$ cat src/tccc_pkg.sv
// shared types and constants of the text console cursor control block
`timescale 1ns / 1ps

package tccc_pkg;

    // stream widths
    localparam int IN_TDATA_W  = 72;
    localparam int OUT_TDATA_W = 72;

    // field widths
    localparam int POS_W   = 16;
    localparam int DIM_W   = 13;
    localparam int CHAR_W  = 8;
    localparam int CODE_W  = 7;
    localparam int COLOR_W = 32;

    // configuration register indexes
    localparam logic CFG_WIDTH  = 1'b0;
    localparam logic CFG_HEIGHT = 1'b1;

    // operation selector on the input
    localparam logic OP_CHAR   = 1'b0;
    localparam logic OP_SETCUR = 1'b1;

    // result kinds
    localparam logic KIND_GLYPH  = 1'b0;
    localparam logic KIND_SCROLL = 1'b1;

    // character codes and geometry
    localparam logic [CHAR_W-1:0] CODE_NUL = 8'd0;
    localparam logic [CHAR_W-1:0] CODE_TAB = 8'd9;
    localparam logic [CHAR_W-1:0] CODE_NL  = 8'd10;
    localparam logic [POS_W:0]    LINE_H   = 17'd16;
    localparam logic [POS_W:0]    TAB_W    = 17'd32;
    localparam logic [POS_W:0]    GLYPH_W  = 17'd8;
    localparam logic [POS_W-1:0]  POS_MAX  = 16'hFFFF;

    // per-character command handed from the front to the back
    typedef struct packed {
        logic               scroll;
        logic               glyph;
        logic [POS_W-1:0]   x;
        logic [POS_W-1:0]   y;
        logic [CODE_W-1:0]  code;
        logic [COLOR_W-1:0] color;
    } t_cmd;

endpackage

$ cat src/tccc_front.sv
// front end: accepts items, keeps the cursor and classifies each character
`timescale 1ns / 1ps

module tccc_front (
    input  logic                    i_clk,
    input  logic                    i_rst_n,
    input  logic                    i_cfg_we,
    input  logic                    i_cfg_addr,
    input  logic [tccc_pkg::DIM_W-1:0] i_cfg_wdata,
    input  logic                    i_valid,
    output logic                    o_ready,
    input  logic                    i_op,
    input  logic [tccc_pkg::CHAR_W-1:0]  i_char,
    input  logic [tccc_pkg::COLOR_W-1:0] i_color,
    input  logic [tccc_pkg::DIM_W-1:0]   i_new_x,
    input  logic [tccc_pkg::DIM_W-1:0]   i_new_y,
    input  logic                    i_q_full,
    output logic                    o_push,
    output tccc_pkg::t_cmd          o_cmd
);
    import tccc_pkg::*;

    logic [DIM_W-1:0] r_width;
    logic [DIM_W-1:0] r_height;
    logic [POS_W-1:0] r_col, n_col;
    logic [POS_W-1:0] r_row, n_row;
    logic             accept;

    // saturating 16-bit add
    function automatic logic [POS_W-1:0] sat_add(input logic [POS_W-1:0] a,
                                                 input logic [POS_W:0] b);
        logic [POS_W:0] s;
        s = {1'b0, a} + b;
        return s[POS_W] ? POS_MAX : s[POS_W-1:0];
    endfunction

    assign o_ready = !i_q_full;
    assign accept  = i_valid && o_ready;

    // cursor update for one character
    always_comb begin
        logic             scroll;
        logic             glyph;
        logic [POS_W-1:0] col_a, row_a, col_b, row_b;
        logic [DIM_W-1:0] last_line;
        scroll    = ({1'b0, r_row} + LINE_H) > {4'b0, r_height};
        last_line = (r_height >= DIM_W'(LINE_H)) ? r_height - DIM_W'(LINE_H) : '0;
        col_a     = scroll ? '0 : r_col;
        row_a     = scroll ? {3'b0, last_line} : r_row;
        glyph     = 1'b0;
        col_b     = col_a;
        row_b     = row_a;
        case (i_char)
            CODE_NL: begin
                col_b = '0;
                row_b = sat_add(row_a, LINE_H);
            end
            CODE_TAB: begin
                col_b = sat_add(col_a, TAB_W);
            end
            default: begin
                glyph = !i_char[CHAR_W-1];
                col_b = sat_add(col_a, GLYPH_W);
            end
        endcase
        // wrap when a further glyph would pass the width
        if (({1'b0, col_b} + GLYPH_W) > {4'b0, r_width}) begin
            col_b = '0;
            row_b = sat_add(row_b, LINE_H);
        end

        o_cmd.scroll = scroll;
        o_cmd.glyph  = glyph;
        o_cmd.x      = col_a;
        o_cmd.y      = row_a;
        o_cmd.code   = i_char[CODE_W-1:0];
        o_cmd.color  = i_color;

        n_col  = r_col;
        n_row  = r_row;
        o_push = 1'b0;
        if (accept) begin
            if (i_op == OP_SETCUR) begin
                n_col = {3'b0, i_new_x};
                n_row = {3'b0, i_new_y};
            end else if (i_char != CODE_NUL) begin
                n_col  = col_b;
                n_row  = row_b;
                // only characters that cause a result go to the back
                o_push = scroll || glyph;
            end
        end
    end

    // cursor and configuration registers
    always_ff @(posedge i_clk) begin
        if (!i_rst_n) begin
            r_col    <= '0;
            r_row    <= '0;
            r_width  <= 13'd640;
            r_height <= 13'd480;
        end else begin
            r_col <= n_col;
            r_row <= n_row;
            if (i_cfg_we) begin
                case (i_cfg_addr)
                    CFG_WIDTH:  r_width  <= i_cfg_wdata;
                    CFG_HEIGHT: r_height <= i_cfg_wdata;
                    default:    r_width  <= r_width;
                endcase
            end
        end
    end

endmodule

$ cat src/tccc_queue.sv
// short command queue between the front and the back
`timescale 1ns / 1ps

module tccc_queue #(
    parameter int DEPTH = 4
) (
    input  logic           i_clk,
    input  logic           i_rst_n,
    input  logic           i_push,
    input  tccc_pkg::t_cmd i_cmd,
    output logic           o_full,
    input  logic           i_pop,
    output logic           o_empty,
    output tccc_pkg::t_cmd o_head
);
    import tccc_pkg::*;

    localparam int PTR_W = (DEPTH > 1) ? $clog2(DEPTH) : 1;
    localparam int CNT_W = $clog2(DEPTH + 1);

    t_cmd             r_mem [DEPTH];
    logic [PTR_W-1:0] r_wr, r_rd;
    logic [CNT_W-1:0] r_cnt;

    assign o_full  = (r_cnt == CNT_W'(DEPTH));
    assign o_empty = (r_cnt == '0);
    assign o_head  = r_mem[r_rd];

    // storage
    always_ff @(posedge i_clk) begin
        if (i_push) begin
            r_mem[r_wr] <= i_cmd;
        end
    end

    // pointers and fill count
    always_ff @(posedge i_clk) begin
        if (!i_rst_n) begin
            r_wr  <= '0;
            r_rd  <= '0;
            r_cnt <= '0;
        end else begin
            if (i_push) begin
                r_wr <= (r_wr == PTR_W'(DEPTH - 1)) ? '0 : r_wr + 1'b1;
            end
            if (i_pop) begin
                r_rd <= (r_rd == PTR_W'(DEPTH - 1)) ? '0 : r_rd + 1'b1;
            end
            case ({i_push, i_pop})
                2'b10:   r_cnt <= r_cnt + 1'b1;
                2'b01:   r_cnt <= r_cnt - 1'b1;
                default: r_cnt <= r_cnt;
            endcase
        end
    end

endmodule

$ cat src/tccc_back.sv
// back end: turns queued commands into scroll and glyph transfers
`timescale 1ns / 1ps

module tccc_back (
    input  logic           i_clk,
    input  logic           i_rst_n,
    input  logic           i_empty,
    input  tccc_pkg::t_cmd i_head,
    output logic           o_pop,
    output logic           o_valid,
    input  logic           i_ready,
    output logic           o_kind,
    output logic [tccc_pkg::POS_W-1:0]   o_x,
    output logic [tccc_pkg::POS_W-1:0]   o_y,
    output logic [tccc_pkg::CODE_W-1:0]  o_code,
    output logic [tccc_pkg::COLOR_W-1:0] o_color,
    output logic           o_last
);
    import tccc_pkg::*;

    logic               r_valid, n_valid;
    logic               r_half, n_half;
    logic               r_kind, n_kind;
    logic [POS_W-1:0]   r_x, n_x, r_y, n_y;
    logic [CODE_W-1:0]  r_code, n_code;
    logic [COLOR_W-1:0] r_color, n_color;
    logic               r_last, n_last;
    logic               load;

    assign load = !r_valid || i_ready;

    // scroll goes out first; the head stays until its glyph has gone too
    always_comb begin
        n_valid = r_valid;
        n_half  = r_half;
        n_kind  = r_kind;
        n_x     = r_x;
        n_y     = r_y;
        n_code  = r_code;
        n_color = r_color;
        n_last  = r_last;
        o_pop   = 1'b0;
        if (load) begin
            n_valid = !i_empty;
            if (!i_empty) begin
                if (i_head.scroll && !r_half) begin
                    n_kind  = KIND_SCROLL;
                    n_x     = '0;
                    n_y     = '0;
                    n_code  = '0;
                    n_color = '0;
                    n_last  = !i_head.glyph;
                    n_half  = i_head.glyph;
                    o_pop   = !i_head.glyph;
                end else begin
                    n_kind  = KIND_GLYPH;
                    n_x     = i_head.x;
                    n_y     = i_head.y;
                    n_code  = i_head.code;
                    n_color = i_head.color;
                    n_last  = 1'b1;
                    n_half  = 1'b0;
                    o_pop   = 1'b1;
                end
            end
        end
    end

    // output register
    always_ff @(posedge i_clk) begin
        if (!i_rst_n) begin
            r_valid <= 1'b0;
            r_half  <= 1'b0;
        end else begin
            r_valid <= n_valid;
            r_half  <= n_half;
        end
        r_kind  <= n_kind;
        r_x     <= n_x;
        r_y     <= n_y;
        r_code  <= n_code;
        r_color <= n_color;
        r_last  <= n_last;
    end

    assign o_valid = r_valid;
    assign o_kind  = r_kind;
    assign o_x     = r_x;
    assign o_y     = r_y;
    assign o_code  = r_code;
    assign o_color = r_color;
    assign o_last  = r_last;

endmodule

$ cat src/text_console_cursor_control.sv
// top level of the text console cursor control block
//
// channel   dir  handshake           payload
// s_axis    in   tvalid/tready       tdata: char_code, color, new_x, new_y; tuser: op
// m_axis    out  tvalid/tready       tdata: glyph_x, glyph_y, glyph_code, glyph_color;
//                                    tuser: kind; tlast: last
// cfg       in   i_cfg_we            i_cfg_addr, i_cfg_wdata
//
// one item is taken per cycle while the command queue has room; the cursor
// update is done in the cycle of the transfer
// the output register sends one result per cycle while m_axis_tready is high, so a character that scrolls
// and draws holds the back for a scroll result and then a glyph result; queue depth absorbs such bursts
// a result passes through the command queue and then the output register
// synchronous active-low reset clears cursor, queue and output valid and
// loads the screen size to 640 by 480
`timescale 1ns / 1ps

module text_console_cursor_control #(
    parameter int QUEUE_DEPTH = 4
) (
    input  logic        i_clk,
    input  logic        i_rst_n,
    input  logic        i_cfg_we,
    input  logic        i_cfg_addr,
    input  logic [tccc_pkg::DIM_W-1:0] i_cfg_wdata,
    input  logic        s_axis_tvalid,
    output logic        s_axis_tready,
    // char_code[7:0], color[39:8], new_x[52:40], new_y[65:53], zero[71:66]
    input  logic [tccc_pkg::IN_TDATA_W-1:0] s_axis_tdata,
    // op[0]
    input  logic        s_axis_tuser,
    output logic        m_axis_tvalid,
    input  logic        m_axis_tready,
    // glyph_x[15:0], glyph_y[31:16], glyph_code[38:32], glyph_color[70:39], zero[71]
    output logic [tccc_pkg::OUT_TDATA_W-1:0] m_axis_tdata,
    // kind[0]
    output logic        m_axis_tuser,
    output logic        m_axis_tlast
);
    import tccc_pkg::*;

    t_cmd               push_cmd, head_cmd;
    logic               push, pop, q_full, q_empty;
    logic [POS_W-1:0]   out_x, out_y;
    logic [CODE_W-1:0]  out_code;
    logic [COLOR_W-1:0] out_color;

    tccc_front u_front (
        .i_clk      (i_clk),
        .i_rst_n    (i_rst_n),
        .i_cfg_we   (i_cfg_we),
        .i_cfg_addr (i_cfg_addr),
        .i_cfg_wdata(i_cfg_wdata),
        .i_valid    (s_axis_tvalid),
        .o_ready    (s_axis_tready),
        .i_op       (s_axis_tuser),
        .i_char     (s_axis_tdata[7:0]),
        .i_color    (s_axis_tdata[39:8]),
        .i_new_x    (s_axis_tdata[52:40]),
        .i_new_y    (s_axis_tdata[65:53]),
        .i_q_full   (q_full),
        .o_push     (push),
        .o_cmd      (push_cmd)
    );

    tccc_queue #(
        .DEPTH(QUEUE_DEPTH)
    ) u_queue (
        .i_clk  (i_clk),
        .i_rst_n(i_rst_n),
        .i_push (push),
        .i_cmd  (push_cmd),
        .o_full (q_full),
        .i_pop  (pop),
        .o_empty(q_empty),
        .o_head (head_cmd)
    );

    tccc_back u_back (
        .i_clk  (i_clk),
        .i_rst_n(i_rst_n),
        .i_empty(q_empty),
        .i_head (head_cmd),
        .o_pop  (pop),
        .o_valid(m_axis_tvalid),
        .i_ready(m_axis_tready),
        .o_kind (m_axis_tuser),
        .o_x    (out_x),
        .o_y    (out_y),
        .o_code (out_code),
        .o_color(out_color),
        .o_last (m_axis_tlast)
    );

    assign m_axis_tdata = {1'b0, out_color, out_code, out_y, out_x};

endmodule

$ cat config.mk
export PLATFORM = sky130hd
export DESIGN_NAME = text_console_cursor_control
export DESIGN_NICKNAME = d
export VERILOG_FILES = /design/src/tccc_pkg.sv /design/src/tccc_front.sv /design/src/tccc_queue.sv /design/src/tccc_back.sv /design/src/text_console_cursor_control.sv
export SDC_FILE = /design/constraint.sdc
export NUM_CORES = 1
export LEC_CHECK = 0
export ABC_CLOCK_PERIOD_IN_PS = 9300
export BUFFER_PORTS_ARGS = -buffer_cell sky130_fd_sc_hd__buf_2
export CAP_MARGIN = 20
export CELL_PAD_IN_SITES_DETAIL_PLACEMENT = 2
export CELL_PAD_IN_SITES_GLOBAL_PLACEMENT = 2
export CORE_ASPECT_RATIO = 1.2
export CORE_MARGIN = 4
export CORE_UTILIZATION = 30
export CTS_CLUSTER_DIAMETER = 100
export DETAILED_ROUTE_END_ITERATION = 16
export PLACE_DENSITY = 0.68
export SYNTH_ARGS = -nofsm -noshare
export SYNTH_HDL_FRONTEND = slang
export SYNTH_SLANG_ARGS = --single-unit
export TNS_END_PERCENT = 1
$ cat constraint.sdc
create_clock -name i_clk -period 9.3 [get_ports i_clk]
set_clock_uncertainty 0.15 [all_clocks]
set_input_delay 0 -clock i_clk [delete_from_list [all_inputs] [get_ports i_clk]]
set_output_delay 0 -clock i_clk [all_outputs]
set_load 0.01 [all_outputs]
==> flow_summary.yaml, run 1 <==
detailed_routing:
  wl_per_cell_um: 22.4
  drt-initial-drc-count: 608
  finalWirelength_um: 55800
  drc: 0
  ant_nets: 0
  first_pass_iters: 5
  vias: 12400
  viasPerCell: 4.96
power_and_ir_drop:
  p_leak_nw: 8.18
  p_per_area_mw_per_mm2: 258
  finalPower_mw: 6.07
  vdd_drop_max_uv: 181
logic_synthesis:
  netlist_instances: 1361
  yosys.area_share.adder: 0.0271
  synth.avg_cell_area_um2: 14.1
  synth_top_family_by_area: "simple AND/OR/NAND/NOR gates"
  ys_top_cells_by_area: "edfxtp_1 (57%), mux4_2 (8.6%), dfxtp_1 (7.2%)"
  synth_edf_count: 365
  synthMuxAreaShare: 0.0954
  yosysTopAreaCell: "edfxtp_1"
  async_reset_ff_frac: 0
  synth_simple_gate_area_share: 0.120
  syn_area_mm2: 0.0192
  synthXorXnorAreaFrac: 0.0187
  ys_seq_area_frac: 0.644
  synth_top_area_share: 0.572
  synth_cell_types: 80
  ys_seq_elements: 434
  synth_compound_area_frac: 0.0687
  yosysWarnings: 0
  synth_ff_type: "edfxtp_1"
critical_path:
  critPathTopFamily: "compound AO/OA/AOI/OAI gates"
  cpMaxStageDelayCell: "o21ai_2"
  timing.critical_path.arrival_ns: 8.66
  cpMostUsedCell: "ha_1"
  path_class: "flip-flop to flip-flop"
  r2r_cells: 31
  r2r-start: "u_front.r_row[5]"
  start_kind: "flip-flop"
  slowest_delay_ns: 0.56
  crit_fanout: 16
  end_kind: "flip-flop"
  rr_endpoint: "u_front.r_col[6]"
  crit_buf_inv: 1
  worstPathRequired_ns: 9.58
  r2r_setup_slack_ns: 0.91
cells_and_area:
  final_util: 0.372
  drive_gt1_frac: 0.210
  multi_input_area_mm2: 0.00638
  nets: 1767
  syn_to_final_growth_pct: 22.8
  seqCellArea_mm2: 0.0123
  antennaDiodeCount: 0
  fillers: 6390
clock_network:
  cts.sinks: 434
  cts_buffers: 47
  cts_root_buffer: "clkbuf_16"
  clk_latency_ns: 0.60
  clk_pin_slew_ns: 0.07
  cts_tree: "yes"
  cts_buffer_depth: 3
  htree_num_levels: 2
  postCtsSetupBuffers: 0
sta:
  finalCritPeriodShare: 0.902
  relSlewSlack: 0.293
  setup_tns_ns: 0
  hold_slack_ns: 0.0326
  max_freq_ghz: 0.119
  setup_slack_ns: 0.913
  worst-slew-pin-transition_ns: 1.05
  rsz0062_at_grt: "false"
  setup_viol: 0
  finalHoldViolCount: 0
  slew_viol_final: 0
  period_minus_slack_ns: 8.39
placement:
  place_hpwl_um: 36700
  portBuffers: 160
  globalplace.congestion: 0.800
  place_ws_ns: 0.988
floorplan:
  ios: 168
  core_mm2: 0.0633
  die_x_um: 239
  std_cell_rows: 101
  die-area_mm2: 0.0680
  dieHeight_um: 285
  start_util: 0.303
min_path:
  hold_path_startpoint: "s_axis_tdata[28]"
  min_to: "u_queue.r_mem[3][20]"
  hp-class: "input port to flip-flop"
  hold_path_depth: 2
global_route:
  grt_overflow: 0
  grt_max_degree: 73
  grt_pass1_vias: 13900
  grt_antenna_before_repair: 0
  grt_pass1_wl_um: 85800
  track_usage: 0.163
status:
  outcome: "finished, final reports clean"
run:
  max_cap_violations: 0
==> registers in the layout, summed over array words and instances, names as in the netlist, named ones only <==
name              count
u_back.o_code         7
u_front.r_width      13
u_back.o_x           16
u_queue.r_wr          2
u_front.r_col        16
u_queue.r_cnt         3
u_back.r_half         1
u_back.o_y           16
u_queue.r_mem       292
u_front.r_row        16
u_back.o_last         1
u_back.o_color       32
u_front.r_height     13
u_queue.r_rd          2
u_back.o_kind         1
u_back.o_valid        1
==> worst register-to-register path: cells and delay by family, from the launching register on <==
kind | cells | cell delay, ns
buf+inv | 1 | 0.56
flops | 1 | 0.44
fa+ha+maj | 4 | 1.24
compound gates | 12 | 3.13
xor+xnor | 2 | 0.37
simple gates | 11 | 2.19
mux | 1 | 0.14
==> final cells by class <==
type | count | area share
sequential | 434 | 0.525
multi-input combinational | 811 | 0.271
timing repair buffer | 290 | 0.0878
clock buffer | 57 | 0.0516
tap | 824 | 0.0438
clock inverter | 28 | 0.0131
inverter | 50 | 0.00797
==> power by group <==
part | total (mW) | leakage [nW] | internal (mW) | switching [mW]
clock | 1.87 | 0.732 | 1.08 | 0.792
combinational | 1.52 | 3.53 | 0.581 | 0.937
sequential | 2.69 | 3.92 | 2.52 | 0.169
total | 6.07 | 8.18 | 4.17 | 1.90
==> metrics by stage <==
stage | cell area (µm²) | instances
6_report | 23500 | 2494
5_1_grt | 23500 | 2494
4_1_cts | 23500 | 2494
3_5_place_dp | 20900 | 2293
3_3_place_gp | 20900 | 2293
2_1_floorplan | 19200 | 1369
==> worst max path at each step <==
| stage | start | endpoint | slack (ns) | cells past startpoint |
|---|---|---|---|---|
| 6_report | u_front.r_row[5] | u_front.r_col[6] | 0.91 | 31 |
| 5_1_grt | u_front.r_row[5] | u_front.r_col[6] | 0.08 | 31 |
| 4_1_cts | u_front.r_row[5] | u_front.r_col[6] | 0.53 | 31 |
| 3_5_place_dp | u_front.r_row[5] | u_front.r_col[11] | 0.99 | 30 |
| 3_3_place_gp | u_front.r_row[5] | u_front.r_col[11] | 1.24 | 30 |
| 2_1_floorplan | u_front.r_row[5] | u_front.r_col[13] | 2.24 | 33 |
==> timing repair <==
| action | in CTS | in global routing |
|---|---|---|
| endpoints found under the setup margin | 0 | 1 |
| gates resized for setup | 0 | 2 |
| endpoints found under the hold margin | 227 | 0 |
| hold buffers | 116 | 0 |
==> per-layer routing <==
| layer | wire [µm] | global-route usage |
|---|---|---|
| met3 | 2250 | 0.0245 |
| met4 | 1530 | 0.0472 |
| met2 | 28200 | 0.286 |
| met5 | 0 | 0 |
| met1 | 23800 | 0.207 |
==> cell usage after synthesis (8+ instances only) <==
| master | n |
|---|---|
| a21o_1 | 11 |
| a21oi_1 | 54 |
| xor2_1 | 14 |
| nand4_1 | 15 |
| inv_1 | 50 |
| mux4_2 | 73 |
| nand3_1 | 44 |
| or3_1 | 13 |
| nor3_1 | 14 |
| and3_1 | 8 |
| ha_1 | 40 |
| o211a_1 | 9 |
| o21ai_0 | 41 |
| xnor2_1 | 27 |
| mux2i_1 | 14 |
| clkbuf_1 | 53 |
| nor4_1 | 10 |
| nor2_1 | 39 |
| o211ai_1 | 15 |
| a21boi_0 | 26 |
| edfxtp_1 | 365 |
| o21ai_1 | 8 |
| nand2_1 | 132 |
| dfxtp_1 | 69 |
| and2_1 | 39 |
| nor2b_1 | 74 |
| buf_1 | 10 |
| nand2b_1 | 8 |
==> logic make-up (layout without fill, tap and decap cells) <==
kind of cell | after synthesis | after routing
compound gates | 200 | 200
xor+xnor | 41 | 41
fa+ha+maj | 41 | 41
buf+inv | 124 | 425
flops | 434 | 434
mux | 91 | 91
other cells | 1 | 9
simple gates | 429 | 429
==> layout by cell type (no fill, tap or decap), types with 40 or more instances in the layout <==
cell type      instances
buf_2                160
ha_1                  40
mux4_2                73
edfxtp_1             365
nand3_1               44
a21oi_1               53
nand2_1              132
nor2b_1               74
dlygate4sd3_1        116
inv_1                 50
dfxtp_1               67
clkbuf_16             47
o21ai_0               41
(Power assumes the default switching activity.)
==> run 2: changes to the inputs <==
- CORE_ASPECT_RATIO: 1.2 -> not set
==> flow_summary.yaml, run 2 (synthesized netlist as in run 1, its figures left out) <==
critical_path:
  cpMostUsedCell: "ha_1"
  path_class: "flip-flop to flip-flop"
  start_kind: "flip-flop"
  slowest_delay_ns: 0.58
  cpMaxStageDelayCell: "dlygate4sd3_1"
  r2r-start: "u_front.r_row[5]"
  cp-startpoint: "u_front.r_row[5]"
  timing.critical_path.arrival_ns: 8.73
  worstPathRequired_ns: 9.66
  end_kind: "flip-flop"
  crit_fanout: 19
floorplan:
  dieHeight_um: 261
  ios: 168
  die_x_um: 261
  std_cell_rows: 92
  die-area_mm2: 0.0680
  core_mm2: 0.0632
  start_util: 0.303
global_route:
  grt_max_degree: 74
  track_usage: 0.166
  grt_overflow: 0
  grt_pass1_vias: 13900
  grt_pass1_wl_um: 86600
  grt_antenna_before_repair: 1
cells_and_area:
  layout_commonest_cell: "edfxtp_1"
  syn_to_final_growth_pct: 23.3
  fin_cells: 2522
  largest-register: "u_queue.r_mem"
  largest_reg_flops: 292
  nets: 1769
  drive_gt1_frac: 0.216
  mostFrequentLayoutCells: "edfxtp_1 (365), buf_2 (160), nand2_1 (132), dlygate4sd3_1 (115), nor2b_1 (74)"
power_and_ir_drop:
  combPwrFrac: 0.249
  p_int_mw: 4.19
  seq_power_share: 0.438
  vdd_drop_max_uv: 122
  finalPower_mw: 6.14
  switching_power_mw: 1.95
  switching_share: 0.318
  p_leak_nw: 8.22
  power_frac_clock: 0.313
  p_per_area_mw_per_mm2: 260
detailed_routing:
  drt-initial-drc-count: 670
  first_pass_iters: 5
  highest-signal-layer: "met5"
  routed-wl-met2_um: 27600
  vias: 12400
  dr_wl_met3_um: 2340
  viasPerCell: 4.90
  drc: 0
  wl_per_cell_um: 22.5
  wl_met1_um: 26000
  ant_nets: 0
  finalWirelength_um: 56700
sta:
  setup_viol: 0
  slew_viol_final: 0
  period_minus_slack_ns: 8.37
  max_freq_ghz: 0.119
  worst-slew-pin-transition_ns: 1.03
  setup_slack_ns: 0.931
  hold_slack_ns: 0.0393
  setup_tns_ns: 0
  finalHoldViolCount: 0
  relSlewSlack: 0.310
  rsz0062_at_grt: "false"
  finalCritPeriodShare: 0.900
clock_network:
  cts_root_buffer: "clkbuf_16"
  cts.sinks: 434
  clk_latency_ns: 0.59
  cts_buffer_depth: 3
  cts_buffers: 50
  clk_pin_slew_ns: 0.07
  htree_num_levels: 2
  cts_tree: "yes"
placement:
  place_ws_ns: 0.897
  portBuffers: 160
  dp.cells: 2315
  place_hpwl_um: 37000
  globalplace.congestion: 0.788
run:
  max_cap_violations: 0
status:
  outcome: "finished, final reports clean"
min_path:
  hp-class: "input port to flip-flop"
  hold_path_startpoint: "s_axis_tdata[37]"
run 2: final timing paths:
check	end	slack [ns]	cells past startpoint
worst max-delay path	u_front.r_col[6]	0.93	31
worst min-delay path	u_queue.r_mem[1][29]	0.04	2
worst max register to register	u_front.r_col[6]	0.93	31
worst min register to register	u_front.r_row[14]	0.33	2
run 2: cell type report:
type | instances | area (µm²)
inverter | 50 | 188
clock buffer | 55 | 1280
fill | 6433 | 39600
clock inverter | 36 | 313
multi-input combinational | 811 | 6390
timing repair buffer | 289 | 2060
antenna | 1 | 2.50
tap | 846 | 1060
sequential | 434 | 12300
run 2: through the flow:
| step | instance area [µm²] | util |
|---|---|---|
| finish | 23600 | 0.374 |
| floorplan | 19200 | - |
| detailed placement | 20900 | 0.330 |
| global route | 23600 | 0.374 |
| global placement | 20900 | 0.330 |
| CTS | 23600 | 0.374 |
run 2: worst max-delay path, delay by kind of cell (launching register included):
| family | cells | cell delay [ns] |
|---|---|---|
| XOR/XNOR | 2 | 0.36 |
| buffers and inverters | 1 | 0.58 |
| flip-flops | 1 | 0.43 |
| AND/OR/NAND/NOR | 11 | 1.98 |
| AO/OA/AOI/OAI | 13 | 3.52 |
| adder cells (fa/ha/maj) | 4 | 1.25 |
run 2: metal layers:
layer,vias up,track usage
met5,-,0
met4,2,0.0297
met3,65,0.0280
met2,247,0.282
met1,6355,0.225
li1,5684,-
run 2: timing repair:
item                                    4_1_cts  5_1_grt
setup buffers                                 0        0
gates resized for setup                       0        3
endpoints found under the hold margin       236        0
endpoints found under the setup margin        0        4
hold buffers                                115        0
run 2: power by group through the flow:
| stage | clock [mW] | sequential (mW) | combinational [mW] |
|---|---|---|---|
| floorplan | 0 | 2.75 | 0.880 |
| global placement | 0 | 2.72 | 1.45 |
| detailed placement | 0 | 2.74 | 1.51 |
| CTS | 1.99 | 2.70 | 1.57 |
| global route | 2.07 | 2.72 | 1.69 |
| finish | 1.92 | 2.69 | 1.53 |
==> run 3: changes to the inputs <==
- CORE_MARGIN: 4 -> not set
- REMOVE_ABC_BUFFERS: not set -> 1
==> flow_summary.yaml, run 3 (synthesized netlist as in run 1, its figures left out) <==
status:
  outcome: "finished, final reports clean"
global_route:
  grt_pass1_wl_um: 84400
  grt_pass1_vias: 13900
  grt_max_degree: 73
  grt_antenna_before_repair: 1
  grt_overflow: 0
  track_usage: 0.173
critical_path:
  cpMostUsedCell: "ha_1"
  crit_fanout: 12
  path_class: "flip-flop to flip-flop"
  cp-startpoint: "u_front.r_row[5]"
  start_kind: "flip-flop"
  worstPathRequired_ns: 9.58
  cpMaxStageDelayCell: "o21ai_2"
  end_kind: "flip-flop"
  r2r_cells: 30
  slowest_delay_ns: 0.62
  timing.critical_path.arrival_ns: 8.85
  r2r-start: "u_front.r_row[5]"
floorplan:
  dieHeight_um: 255
  start_util: 0.304
  std_cell_rows: 92
  ios: 168
  die-area_mm2: 0.0649
  die_x_um: 255
  core_mm2: 0.0631
detailed_routing:
  viasPerCell: 4.87
  vias: 12400
  highest-signal-layer: "met4"
  dr_wl_met3_um: 1590
  finalWirelength_um: 55200
  first_pass_iters: 5
  wl_per_cell_um: 21.6
  drt-initial-drc-count: 550
  wl_met1_um: 24600
  drc: 0
  routed-wl-met2_um: 27900
  ant_nets: 0
cells_and_area:
  fillers: 6472
  multi_input_area_mm2: 0.00638
  nets: 1804
  largest_reg_flops: 292
  largest-register: "u_queue.r_mem"
  drive_gt1_frac: 0.208
  syn_to_final_growth_pct: 24.9
  seqCellArea_mm2: 0.0123
  layout_commonest_cell: "edfxtp_1"
  mostFrequentLayoutCells: "edfxtp_1 (365), buf_2 (161), dlygate4sd3_1 (144), nand2_1 (132), nor2b_1 (74)"
clock_network:
  cts_buffers: 50
  cts_root_buffer: "clkbuf_16"
  cts_tree: "yes"
  clk_pin_slew_ns: 0.06
  clk_latency_ns: 0.59
  cts.sinks: 434
  cts_buffer_depth: 3
  htree_num_levels: 2
power_and_ir_drop:
  p_int_mw: 4.19
  p_leak_nw: 8.31
  switching_share: 0.315
  p_per_area_mw_per_mm2: 255
  power_frac_clock: 0.308
  seq_power_share: 0.437
  finalPower_mw: 6.11
  combPwrFrac: 0.255
  switching_power_mw: 1.92
  vdd_drop_max_uv: 126
placement:
  place_hpwl_um: 36000
  place_ws_ns: 1.17
  portBuffers: 160
  globalplace.congestion: 0.835
sta:
  relSlewSlack: 0.333
  max_freq_ghz: 0.117
  finalHoldViolCount: 0
  rsz0062_at_grt: "false"
  worst-slew-pin-transition_ns: 0.995
  hold_slack_ns: 0.0181
  setup_tns_ns: 0
  period_minus_slack_ns: 8.58
  setup_slack_ns: 0.725
  slew_viol_final: 0
  setup_viol: 0
  finalCritPeriodShare: 0.922
min_path:
  hp-class: "input port to flip-flop"
  hold_path_depth: 2
  hold_path_startpoint: "s_axis_tdata[38]"
run:
  max_cap_violations: 0
run 3: layout make-up:
cell class / instances / share of cell area
clock buffers: 64 / 0.0553
well taps: 846 / 0.0442
repair buffers: 324 / 0.0998
flip-flops and latches: 434 / 0.516
multi-input cells: 811 / 0.267
inverters: 50 / 0.00784
diodes: 1 / 0.000105
clock inverters: 28 / 0.0102
run 3: worst paths after layout:
| path | endpoint | slack, ns |
|---|---|---|
| setup / recovery | u_front.r_col[6] | 0.72 |
| hold / removal | u_queue.r_mem[1][30] | 0.02 |
| setup reg to reg | u_front.r_col[6] | 0.72 |
| hold reg to reg | u_front.r_width[1] | 0.33 |
run 3: through the flow:
stage                      util  instances  cell area [µm²]
final                     0.380       2558            23900
after global routing      0.380       2557            23900
after CTS                 0.379       2555            23900
after detailed placement  0.332       2320            20900
after global placement    0.332       2320            20900
after floorplan               -       1295            18900
run 3: power by group through the flow:
| stage | clock network, mW | logic [mW] | registers, mW |
|---|---|---|---|
| floorplan | 0 | 0.802 | 2.81 |
| global placement | 0 | 1.48 | 2.69 |
| detailed placement | 0 | 1.54 | 2.71 |
| CTS | 1.94 | 1.59 | 2.68 |
| global route | 2.01 | 1.72 | 2.70 |
| finish | 1.88 | 1.56 | 2.67 |
run 3: worst max-delay path: cells and delay by family (launching register included):
family / cells / cell delay (ns)
AND/OR/NAND/NOR: 11 / 2.25
buffers and inverters: 1 / 0.57
multiplexers: 1 / 0.21
XOR/XNOR: 2 / 0.38
flip-flops: 1 / 0.42
adder cells (fa/ha/maj): 4 / 1.24
AO/OA/AOI/OAI: 11 / 3.16
run 3: routing by layer:
metal  vias to the layer above  GRT usage
li1                       5740          -
met1                      6442      0.221
met2                       198      0.307
met3                        68     0.0215
met4                         0     0.0452
met5                         -          0
run 3: repair_timing:
item | CTS | global route
hold endpoints to repair | 224 | 4
endpoints found under the setup margin | 0 | 1
gates resized for setup | 0 | 1
buffers inserted | 0 | 0
hold buffers | 143 | 1
